`config.mk`:
```
export PLATFORM = sky130hd
export DESIGN_NAME = two_level_feedback_scheduler
export DESIGN_NICKNAME = d
export VERILOG_FILES = /design/src/sv/tlfs_pkg.sv /design/src/sv/two_level_feedback_scheduler.sv
export SDC_FILE = /design/constraint.sdc
export NUM_CORES = 1
export LEC_CHECK = 0
export BUFFER_PORTS_ARGS = -buffer_cell sky130_fd_sc_hd__buf_2
export CORE_UTILIZATION = 66
export CTS_BUF_LIST = sky130_fd_sc_hd__clkbuf_4 sky130_fd_sc_hd__clkbuf_8 sky130_fd_sc_hd__clkbuf_16
export DETAILED_ROUTE_END_ITERATION = 6
export PLACE_DENSITY = 0.82
export RECOVER_POWER = 100
export SETUP_SLACK_MARGIN = 0.02
export SYNTH_ARGS = -nofsm -noshare
export SYNTH_HDL_FRONTEND = slang
export SYNTH_SLANG_ARGS = --single-unit
export TNS_END_PERCENT = 1
```
`constraint.sdc`:
```
create_clock -name clk_i -period 10 [get_ports clk_i]
set_input_delay 2 -clock clk_i [delete_from_list [all_inputs] [get_ports clk_i]]
set_output_delay 2 -clock clk_i [all_outputs]
set_load 0.03 [all_outputs]
```
`src/sv/tlfs_pkg.sv`:
```
// types and constants shared by the two-level feedback scheduler
`timescale 1ns / 1ps

package tlfs_pkg;

  localparam logic [7:0] QUANTUM_RESET = 8'd4;

  typedef enum logic {
    REQ_ADMIT = 1'b0,
    REQ_SLICE = 1'b1
  } req_e;

  typedef enum logic [2:0] {
    EV_ADMITTED        = 3'd0,
    EV_ADMIT_DROPPED   = 3'd1,
    EV_REQUEUED        = 3'd2,
    EV_FINISHED        = 3'd3,
    EV_IDLE            = 3'd4,
    EV_REQUEUE_DROPPED = 3'd5
  } event_e;

  typedef enum logic {
    ST_IDLE = 1'b0,
    ST_READ = 1'b1
  } state_e;

  typedef struct packed {
    req_e       req_type;
    logic [7:0] task_id;
    logic [7:0] service_time;
  } req_t;

  typedef struct packed {
    event_e     event_res;
    logic [7:0] out_task_id;
    logic [7:0] time_left;
    logic       from_high;
  } res_t;

  typedef struct packed {
    logic [7:0] task_id;
    logic [7:0] task_time;
  } entry_t;

endpackage

```
`src/sv/two_level_feedback_scheduler.sv`:
```
// two-level feedback scheduler over two circular queues held in memories
// timing: admit and idle slice beats give their result in the cycle after acceptance,
//   a slice that pops a task gives it after the registered memory read and the update in ST_READ
// throughput: one beat per cycle for admits and idle slices while the output is not stalled;
//   a slice that pops a task stalls new beats while the queue memories are read and updated
// reset: queues empty, quantum 4, output empty; memory contents are not cleared
`timescale 1ns / 1ps

module two_level_feedback_scheduler
  import tlfs_pkg::*;
#(
  parameter int QUEUE_DEPTH = 8
) (
  input  logic       clk_i,
  input  logic       rst_ni,
  input  logic       in_valid_i,
  output logic       in_stall_o,
  input  req_t       in_beat_i,
  output logic       out_valid_o,
  input  logic       out_stall_i,
  output res_t       out_beat_o,
  input  logic       cfg_we_i,
  input  logic [7:0] cfg_wdata_i
);

  localparam int PtrW = (QUEUE_DEPTH > 1) ? $clog2(QUEUE_DEPTH) : 1;
  localparam int CntW = $clog2(QUEUE_DEPTH + 1);
  localparam logic [PtrW-1:0] PtrLast = PtrW'(QUEUE_DEPTH - 1);
  localparam logic [CntW-1:0] CntFull = CntW'(QUEUE_DEPTH);

  entry_t high_mem [QUEUE_DEPTH];
  entry_t low_mem  [QUEUE_DEPTH];
  entry_t high_rdata_q, low_rdata_q;

  state_e          state_q, state_d;
  logic [PtrW-1:0] high_head_q, high_head_d, high_tail_q, high_tail_d;
  logic [PtrW-1:0] low_head_q, low_head_d, low_tail_q, low_tail_d;
  logic [CntW-1:0] high_count_q, high_count_d, low_count_q, low_count_d;
  logic [7:0]      quantum_q;
  logic            out_valid_q, out_valid_d;
  res_t            out_q, out_d;

  logic   accept;
  logic   high_we, low_we;
  entry_t high_wdata, low_wdata;
  entry_t popped;
  logic   pop_high;
  logic   low_full;

  function automatic logic [PtrW-1:0] next_ptr(logic [PtrW-1:0] ptr);
    logic [PtrW-1:0] nxt;
    if (ptr == PtrLast) begin
      nxt = '0;
    end else begin
      nxt = ptr + PtrW'(1);
    end
    return nxt;
  endfunction

  assign in_stall_o  = (state_q != ST_IDLE) || (out_valid_q && out_stall_i);
  assign accept      = in_valid_i && !in_stall_o;
  assign out_valid_o = out_valid_q;
  assign out_beat_o  = out_q;

  always_comb begin
    state_d      = state_q;
    high_head_d  = high_head_q;
    high_tail_d  = high_tail_q;
    low_head_d   = low_head_q;
    low_tail_d   = low_tail_q;
    high_count_d = high_count_q;
    low_count_d  = low_count_q;
    out_valid_d  = out_valid_q && out_stall_i;
    out_d        = out_q;
    high_we      = 1'b0;
    low_we       = 1'b0;
    high_wdata   = '{task_id: in_beat_i.task_id, task_time: in_beat_i.service_time};
    pop_high     = (high_count_q != '0);
    popped       = pop_high ? high_rdata_q : low_rdata_q;
    low_full     = pop_high && (low_count_q == CntFull);
    low_wdata    = '{task_id: popped.task_id, task_time: popped.task_time - quantum_q};

    unique case (state_q)
      ST_IDLE: begin
        if (accept) begin
          unique case (in_beat_i.req_type)
            REQ_ADMIT: begin
              out_valid_d = 1'b1;
              out_d.out_task_id = in_beat_i.task_id;
              out_d.time_left   = in_beat_i.service_time;
              out_d.from_high   = 1'b0;
              if (high_count_q == CntFull) begin
                out_d.event_res = EV_ADMIT_DROPPED;
              end else begin
                out_d.event_res = EV_ADMITTED;
                high_we      = 1'b1;
                high_tail_d  = next_ptr(high_tail_q);
                high_count_d = high_count_q + CntW'(1);
              end
            end
            REQ_SLICE: begin
              if (high_count_q == '0 && low_count_q == '0) begin
                out_valid_d = 1'b1;
                out_d = '{event_res: EV_IDLE, out_task_id: 8'd0, time_left: 8'd0,
                          from_high: 1'b0};
              end else begin
                state_d = ST_READ;
              end
            end
            default: ;
          endcase
        end
      end
      ST_READ: begin
        state_d     = ST_IDLE;
        out_valid_d = 1'b1;
        out_d.out_task_id = popped.task_id;
        out_d.from_high   = pop_high;
        if (pop_high) begin
          high_head_d  = next_ptr(high_head_q);
          high_count_d = high_count_q - CntW'(1);
        end else begin
          low_head_d  = next_ptr(low_head_q);
          low_count_d = low_count_q - CntW'(1);
        end
        if (popped.task_time > quantum_q) begin
          out_d.time_left = low_wdata.task_time;
          if (low_full) begin
            out_d.event_res = EV_REQUEUE_DROPPED;
          end else begin
            out_d.event_res = EV_REQUEUED;
            low_we      = 1'b1;
            low_tail_d  = next_ptr(low_tail_q);
            low_count_d = pop_high ? low_count_q + CntW'(1) : low_count_q;
          end
        end else begin
          out_d.event_res = EV_FINISHED;
          out_d.time_left = 8'd0;
        end
      end
      default: state_d = ST_IDLE;
    endcase
  end

  always_ff @(posedge clk_i or negedge rst_ni) begin
    if (!rst_ni) begin
      state_q      <= ST_IDLE;
      high_head_q  <= '0;
      high_tail_q  <= '0;
      low_head_q   <= '0;
      low_tail_q   <= '0;
      high_count_q <= '0;
      low_count_q  <= '0;
      quantum_q    <= QUANTUM_RESET;
      out_valid_q  <= 1'b0;
    end else begin
      state_q      <= state_d;
      high_head_q  <= high_head_d;
      high_tail_q  <= high_tail_d;
      low_head_q   <= low_head_d;
      low_tail_q   <= low_tail_d;
      high_count_q <= high_count_d;
      low_count_q  <= low_count_d;
      out_valid_q  <= out_valid_d;
      if (cfg_we_i) begin
        quantum_q <= cfg_wdata_i;
      end
    end
  end

  always_ff @(posedge clk_i) begin
    out_q <= out_d;
  end

  // high queue memory
  always_ff @(posedge clk_i) begin
    if (high_we) begin
      high_mem[high_tail_q] <= high_wdata;
    end
    high_rdata_q <= high_mem[high_head_q];
  end

  // low queue memory
  always_ff @(posedge clk_i) begin
    if (low_we) begin
      low_mem[low_tail_q] <= low_wdata;
    end
    low_rdata_q <= low_mem[low_head_q];
  end

endmodule
```
==> impl_metrics.tcl, run 1 <==
set metrics [dict create \
    slew_headroom -0.863 \
    multiInputGateArea_um2 3310 \
    syn_inst 712 \
    cp_num_buf_inv 2 \
    yosys.area_share.simple 0.0426 \
    drive_above_1_share 0.222 \
    critPathTopFamily "simple AND/OR/NAND/NOR gates" \
    ctsHtreeMaxLevel 1 \
    grt_max_degree 36 \
    cts_resized 0 \
    critPathKind "flop to flop" \
    antenna_left 0 \
    synthArstFlopShare 0.0888 \
    syn_nets 764 \
    fillers 1130 \
    totalWireLength_um 25100 \
    cts_root_buffer "clkbuf_16" \
    vias_per_cell 6.19 \
    die-area_um2 20600 \
    synth_top_family_by_area "multiplexers" \
    register_area_um2 9680 \
    dpl.hpwl_um 15900 \
    synthToLayoutAreaGrowth_pct 11.6 \
    finalCritPeriodShare 0.600 \
    netlist_area_um2 13200 \
    cts_buffers 31 \
    synth-seq-cells 338 \
    antenna_found_initial 0 \
    failed_checks "capacitance limit, slew limit" \
    ys_types 52 \
    gp_congestion 0.863 \
    synth_compound_area_frac 0.0335 \
    ys_seq_area_frac 0.734 \
    cts_setup_buffers 0 \
    dp_worst_setup_slack_ns 4.98 \
    core_um2 19500 \
    grt.total_usage 0.260 \
    cts_tree "done" \
    p_per_area_nw_per_um2 297 \
    setup_ws_ns 4.00 \
    syn_area_per_cell_um2 18.5 \
    rsz0062_at_grt "false" \
    cp_slowest_cell "nor3_1" \
    clock-sinks 338 \
    critPathMaxStageDelay_ns 2.13 \
    clock_latency_ns 0.55 \
    r2r_setup_slack_ns 4.00 \
    tightest_slew_ns 2.77 \
    rows 51 \
    cellLeakagePower_nw 5.11 \
    post-route-min-period_ns 6.00 \
    skew_ns 0.0181 \
    diodes 0 \
    avgRoutedWirePerCell_um 23.4 \
    hold_end "quantum_q[2]" \
    fin_nets 839 \
    yosys.area_share.xor_xnor 0.00730 \
    numPortBuffers 51 \
    cts.path.max_buffers 3 \
    status "finished with violations" \
    drv_slew 125 \
    drt_iter0_drc 571 \
    setup_viol 0 \
    drtPass1Iterations 5 \
    path_max_fanout 20 \
    io-pin-count 52 \
    fmax_mhz 167 \
    drc 0 \
    num_vias 6641 \
    final_hold_viol_count 0 \
    vdd_ir_drop_max_uv 230 \
    yosys_warnings 0 \
    synth_flop_cell "edfxtp_1" \
    hold_class "flop to flop" \
    cp_cell_sequence "nor4_1 -> clkbuf_1 -> mux2i_1 -> ha_1 -> inv_1 -> fa_1 -> nand3_1 -> a21oi_1 -> o311a_1 -> o211ai_1 -> nor3_1" \
    startpoint_type "flop" \
    hold_buffers 0 \
    post-route-util 0.754 \
    grt_pass1_vias 6932 \
    reg2reg_to "low_mem[1][2]" \
    clk_pin_slew_ns 0.06 \
    synthAdderAreaFrac 0.0220 \
    die_h_um 143 \
    cap_violations 5 \
    grt_overflow_total 0 \
    grt_first_pass_wirelength_um 38800 \
    die_w_um 143 \
    synthMuxAreaShare 0.145 \
    initial_core_util 0.676 \
    hold_depth 2 \
    synth_edf_count 276 \
    final.setup.tns_ns 0 \
    ff2ff_path_depth 11 \
    hold_path_startpoint "quantum_q[2]" \
    cp-end-kind "flop" \
    crit_required_ns 10.09 \
    cp_data_arrival_time_ns 6.09 \
    r2r-start "high_count_q[0]" \
]
area by class of cell:
| type | instances | area share |
|---|---|---|
| flip-flops and latches | 338 | 0.657 |
| multi-input cells | 325 | 0.225 |
| clock buffers | 41 | 0.0595 |
| well taps | 265 | 0.0225 |
| repair buffers | 71 | 0.0197 |
| clock inverters | 13 | 0.0110 |
| inverters | 20 | 0.00510 |
through the flow:
step	instance area, um2	instances	power (mW)	hold WS [ns]
2_1_floorplan	13200	712	2.87	0.468
3_3_place_gp	13800	1018	3.13	0.509
3_5_place_dp	13800	1018	3.21	0.506
4_1_cts	14900	1072	4.40	0.515
5_1_grt	14700	1073	4.55	0.534
6_report	14700	1073	4.37	0.512
sequential cells by signal, summed over array words and instances, names as in the netlist, named ones only:
register / cells
low_rdata_q: 16
low_mem: 128
high_count_q: 4
out_beat_o: 20
high_rdata_q: 16
low_count_q: 3
low_tail_q: 3
high_head_q: 3
quantum_q: 8
low_head_q: 3
state_q: 1
high_tail_q: 3
high_mem: 128
out_valid_o: 1
report_power, final:
| part | switching, mW | internal, mW |
|---|---|---|
| Sequential | 0.163 | 1.89 |
| Combinational | 0.649 | 0.479 |
| Clock | 0.470 | 0.712 |
| Total | 1.28 | 3.09 |
per-layer routing:
| layer | vias to the layer above | track usage | routed length (um) |
|---|---|---|---|
| met1 | 3399 | 0.361 | 10400 |
| met5 | - | 0 | 0 |
| met2 | 259 | 0.433 | 12600 |
| met4 | 0 | 0.0812 | 684 |
| li1 | 2932 | - | - |
| met3 | 51 | 0.0367 | 1510 |
synth_stat cells (2+ instances only):
cell	number	area, um2
o211ai_1	2	15.0
fa_1	2	40.0
clkbuf_1	16	60.1
dfrtp_1	29	726
nor4_1	2	12.5
nand3_1	2	10.0
o21ai_0	13	65.1
nand2_1	72	270
a21oi_1	8	40.0
a22o_1	8	70.1
a21o_1	5	37.5
mux2_2	37	417
mux2i_1	3	30.0
mux4_2	64	1440
edfxtp_1	276	8290
dfxtp_1	32	641
mux2_4	2	30.0
buf_2	11	55.1
nand4_1	2	12.5
nor2_1	18	67.6
nand2b_1	8	50.1
nor3_1	14	70.1
o41ai_1	2	17.5
xor2_1	4	35.0
a22o_2	8	80.1
o21a_1	2	15.0
xnor2_1	7	61.3
inv_1	20	75.1
ha_1	20	250
worst reg2reg max path, stage by stage (launching register included):
cell      delay (ns)
dfrtp_1         0.44
nor4_1          0.32
clkbuf_1        0.73
mux2i_1         0.19
ha_1            0.24
inv_1           0.08
fa_1            0.21
nand3_1         0.11
a21oi_1         0.36
o311a_1         0.48
o211ai_1        0.26
nor3_1          2.13
cells in the final DEF (no fill, tap or decap), types with 3 or more instances in the layout:
master     count
a21o_1         5
a21oi_1        8
a22o_1         8
a22o_2         8
buf_2         10
buf_4          3
bufinv_16      4
clkbuf_1      58
clkbuf_16     31
clkbuf_4       6
clkbuf_8       4
clkinv_1       6
dfrtp_1       29
dfxtp_1       32
edfxtp_1     276
ha_1          20
inv_1         20
mux2_2        35
mux2i_1        3
mux4_2        64
nand2_1       72
nand2b_1       8
nor2_1        19
nor3_1        11
nor3_2         3
o21ai_0       14
xnor2_1        7
xor2_1         4
worst max path at each step:
stage / slack (ns) / cells after the start / end / from
after floorplan: 5.52 / 13 / low_mem[0][0] / high_count_q[1]
after global placement: 5.18 / 5 / high_mem[0][0] / in_beat_i[16]
after detailed placement: 4.98 / 5 / high_mem[0][0] / in_beat_i[16]
after CTS: 5.37 / 4 / in_stall_o / out_stall_i
after global routing: 3.71 / 11 / low_mem[1][2] / high_count_q[1]
final: 4.00 / 11 / low_mem[1][2] / high_count_q[0]
kinds of logic after synthesis:
kind of cell | after synthesis
compound gates | 59
simple gates | 127
buf+inv | 49
fa+ha+maj | 22
flops | 338
xor+xnor | 11
mux | 106
No activity file was read; power rests on OpenSTA's default activity.
==> inputs of run 2 (changes only) <==
--- a/config.mk
+++ b/config.mk
@@ -5,11 +5,12 @@
 export SDC_FILE = /design/constraint.sdc
 export NUM_CORES = 1
 export LEC_CHECK = 0
+export ABC_AREA = 1
 export BUFFER_PORTS_ARGS = -buffer_cell sky130_fd_sc_hd__buf_2
-export CORE_UTILIZATION = 66
+export CORE_UTILIZATION = 61
 export CTS_BUF_LIST = sky130_fd_sc_hd__clkbuf_4 sky130_fd_sc_hd__clkbuf_8 sky130_fd_sc_hd__clkbuf_16
 export DETAILED_ROUTE_END_ITERATION = 6
-export PLACE_DENSITY = 0.82
+export PLACE_DENSITY = 0.77
 export RECOVER_POWER = 100
 export SETUP_SLACK_MARGIN = 0.02
 export SYNTH_ARGS = -nofsm -noshare
==> constraint.sdc (replaced) <==
create_clock -name clk_i -period 6.2 [get_ports clk_i]
set_input_delay 1.24 -clock clk_i [delete_from_list [all_inputs] [get_ports clk_i]]
set_output_delay 1.24 -clock clk_i [all_outputs]
set_load 0.03 [all_outputs]
==> run 2 against run 1 <==
  * The run still ends with capacitance limit, slew limit left
  * Final area is 3.0% higher
  * Setup slack worse by 2.7 ns
  * Sequential power is 55% higher
  * Critical endpoint is now low_mem[1][7]
  * Critical path depth is 4 higher
  * Hold slack better by 0.0038 ns
  * Clock-buffer cell count is 2 higher
  * Maximum frequency is 23% higher
  * Via count is 32% higher
  * Largest power group unchanged
  * Register-to-register slack worse by 2.7 ns
  * Clock power is 73% higher
  * Die area is 12% higher
==> impl_metrics.tcl, run 2 <==
set metrics [dict create \
    status "finished with violations" \
    failed_checks "capacitance limit, slew limit" \
    grt_overflow_total 0 \
    vias_per_cell 5.85 \
    gp_congestion 0.905 \
    startpoint_type "flop" \
    fmax_mhz 206 \
    synthMuxAreaShare 0.00156 \
    final_hold_viol_count 0 \
    synth_compound_area_frac 0.0823 \
    setup_viol 0 \
    p_per_area_nw_per_um2 494 \
    cap_violations 3 \
    diodes 0 \
    post-route-min-period_ns 4.87 \
    ctsHtreeMaxLevel 2 \
    numPortBuffers 51 \
    grt_max_degree 69 \
    power_mw 7.50 \
    die-area_um2 23000 \
    layout_common_cells "edfxtp_1, nand2_1, nor2_1, o21ai_0, o32ai_1" \
    synthAdderAreaFrac 0.0213 \
    drt_iter0_drc 847 \
    placed_area_um2 14100 \
    rows 54 \
    cts_setup_buffers 0 \
    clk_pin_slew_ns 0.06 \
    critPathKind "flop to flop" \
    totalWireLength_um 29200 \
    grt_pass1_vias 8448 \
    clock-sinks 338 \
    dp_worst_setup_slack_ns 2.00 \
    setup_ws_ns 1.33 \
    ys_seq_area_frac 0.710 \
    hold_buffers 0 \
    vdd_ir_drop_max_uv 222 \
    netlist_area_um2 13600 \
    synth_top_family_by_area "simple AND/OR/NAND/NOR gates" \
    path_max_fanout 26 \
    drive_above_1_share 0.0746 \
    cts.path.max_buffers 3 \
    grt_first_pass_wirelength_um 45700 \
    hold_class "flop to flop" \
    drc 0 \
    synthToLayoutAreaGrowth_pct 11.2 \
    hold_end "quantum_q[2]" \
    cp_data_arrival_time_ns 4.98 \
    cts_buffers 35 \
    yosysTopAreaCell "edfxtp_1" \
    synth_flop_cell "edfxtp_1" \
    initial_core_util 0.623 \
    cts_root_buffer "clkbuf_16" \
    syn_nets 1200 \
    clock_latency_ns 0.52 \
    yosys.area.top_type_share 0.608 \
    syn_area_per_cell_um2 11.9 \
    yosys.area_share.xor_xnor 0.00707 \
    final_cell_area_um2 15200 \
    worst_hold_slack_ns 0.516 \
    dpl.hpwl_um 18500 \
    rsz0062_at_grt "false" \
    core_um2 21900 \
    num_vias 8768 \
    yosysMostFrequentCell "edfxtp_1" \
    fin_nets 1245 \
    grt.total_usage 0.267 \
    die_h_um 152 \
    die_w_um 152 \
    io-pin-count 52 \
    yosys-top-cells-area "edfxtp_1, nand2_1, nor2_1, dfrtp_1, dfxtp_1" \
    yosys.area_share.simple 0.147 \
    slew_headroom -0.368 \
    yosys_warnings 0 \
    drv_slew 162 \
    finalCritPeriodShare 0.785 \
    syn_inst 1148 \
    drtPass1Iterations 5 \
    reg2reg_to "low_mem[1][7]" \
    synthArstFlopShare 0.0888 \
    hold_path_startpoint "quantum_q[2]" \
    avgRoutedWirePerCell_um 19.4 \
    crit_required_ns 6.31 \
    r2r-start "high_count_q[0]" \
    cts_tree "done" \
    antenna_left 0 \
    skew_ns 0.0187 \
    tightest_slew_ns 2.05 \
    antenna_found_initial 0 \
    cellLeakagePower_nw 5.68 \
    cp-end-kind "flop" \
    cts_resized 0 \
    synth_common_cells "edfxtp_1, nand2_1, nor2_1, o21ai_0, o32ai_1" \
    synth_edf_count 276 \
    hold_depth 2 \
    r2r_setup_slack_ns 1.33 \
    final_common_cell "edfxtp_1" \
    synth-seq-cells 338 \
    ys_types 37 \
    final.setup.tns_ns 0 \
    ff2ff_path_depth 15 \
]
[run 2: cell types whose count changed after synthesis, sizes merged, moves of 38 or more]
cell | previous run | this run
o21ai | 14 | 87
nor2 | 19 | 218
mux4 | 64 | 0
nand2 | 72 | 248
mux2 | 39 | 1
o32ai | 0 | 64
[run 2: area by class of cell]
type | count | area (um2)
Clock buffer | 43 | 972
Clock inverter | 21 | 168
Fill cell | 1564 | 6720
Inverter | 49 | 184
Multi-Input combinational cell | 705 | 3540
Sequential cell | 338 | 9680
Tap cell | 280 | 350
Timing Repair Buffer | 64 | 272
[run 2: worst max-delay path: stages (launching register included)]
cell and delay (ns):
dfrtp_1 0.40, nor2_1 0.08, nand2_1 0.06, buf_4 0.25
clkinv_1 0.47, nand2_1 0.19, nand2_1 0.07, ha_1 0.40
nand2_4 0.07, nor2_1 0.18, nand3_2 0.09, nand2_1 0.15
nand2_1 0.20, nor2_1 0.54, nand2_4 0.26, nor3_2 1.04
[run 2: per-layer routing]
layer / up-vias / GRT usage / part of all wire
met5: - / 0 / 0
met2: 328 / 0.445 / 0.50
met3: 44 / 0.0362 / 0.060
met4: 0 / 0.0817 / 0.023
met1: 4272 / 0.368 / 0.42
li1: 4124 / - / -
[run 2: logic make-up (layout without fill, tap and decap cells)]
kind of cell               after synthesis  count (layout)
xor gates and xnor gates                11              11
AOI/OAI and AO/OA                      169             169
buffers and inverters                  105             177
DFF                                    338             338
and+or+nand+nor                        501             501
adders and majority gates               22              22
muxes                                    2               2
[run 2: power by group]
group	leakage [nW]	internal, mW	total, mW	switching, mW
Sequential	3.14	3.04	3.19	0.154
Clock	0.570	1.20	2.04	0.838
Combinational	1.97	0.620	2.26	1.64
Total	5.68	4.86	7.50	2.63
[run 2: worst max-delay path by stage]
stage          slack (ns)       startpoint       endpoint  cells after the start
6_report             1.33  high_count_q[0]  low_mem[1][7]                     15
4_1_cts              1.95  high_count_q[0]  low_mem[3][7]                     15
3_5_place_dp         2.00  high_count_q[0]  low_mem[3][7]                     15
3_3_place_gp         2.18  high_count_q[0]  low_mem[3][6]                     15
2_1_floorplan        2.43  high_count_q[0]  low_mem[6][0]                     16
5_1_grt              0.87  high_count_q[0]  low_mem[0][5]                     15
[run 2: stage by stage]
step                 util  std cells
finish              0.693       1500
global route        0.693       1500
CTS                 0.698       1500
detailed placement  0.646       1436
global placement    0.646       1435
floorplan               -       1148
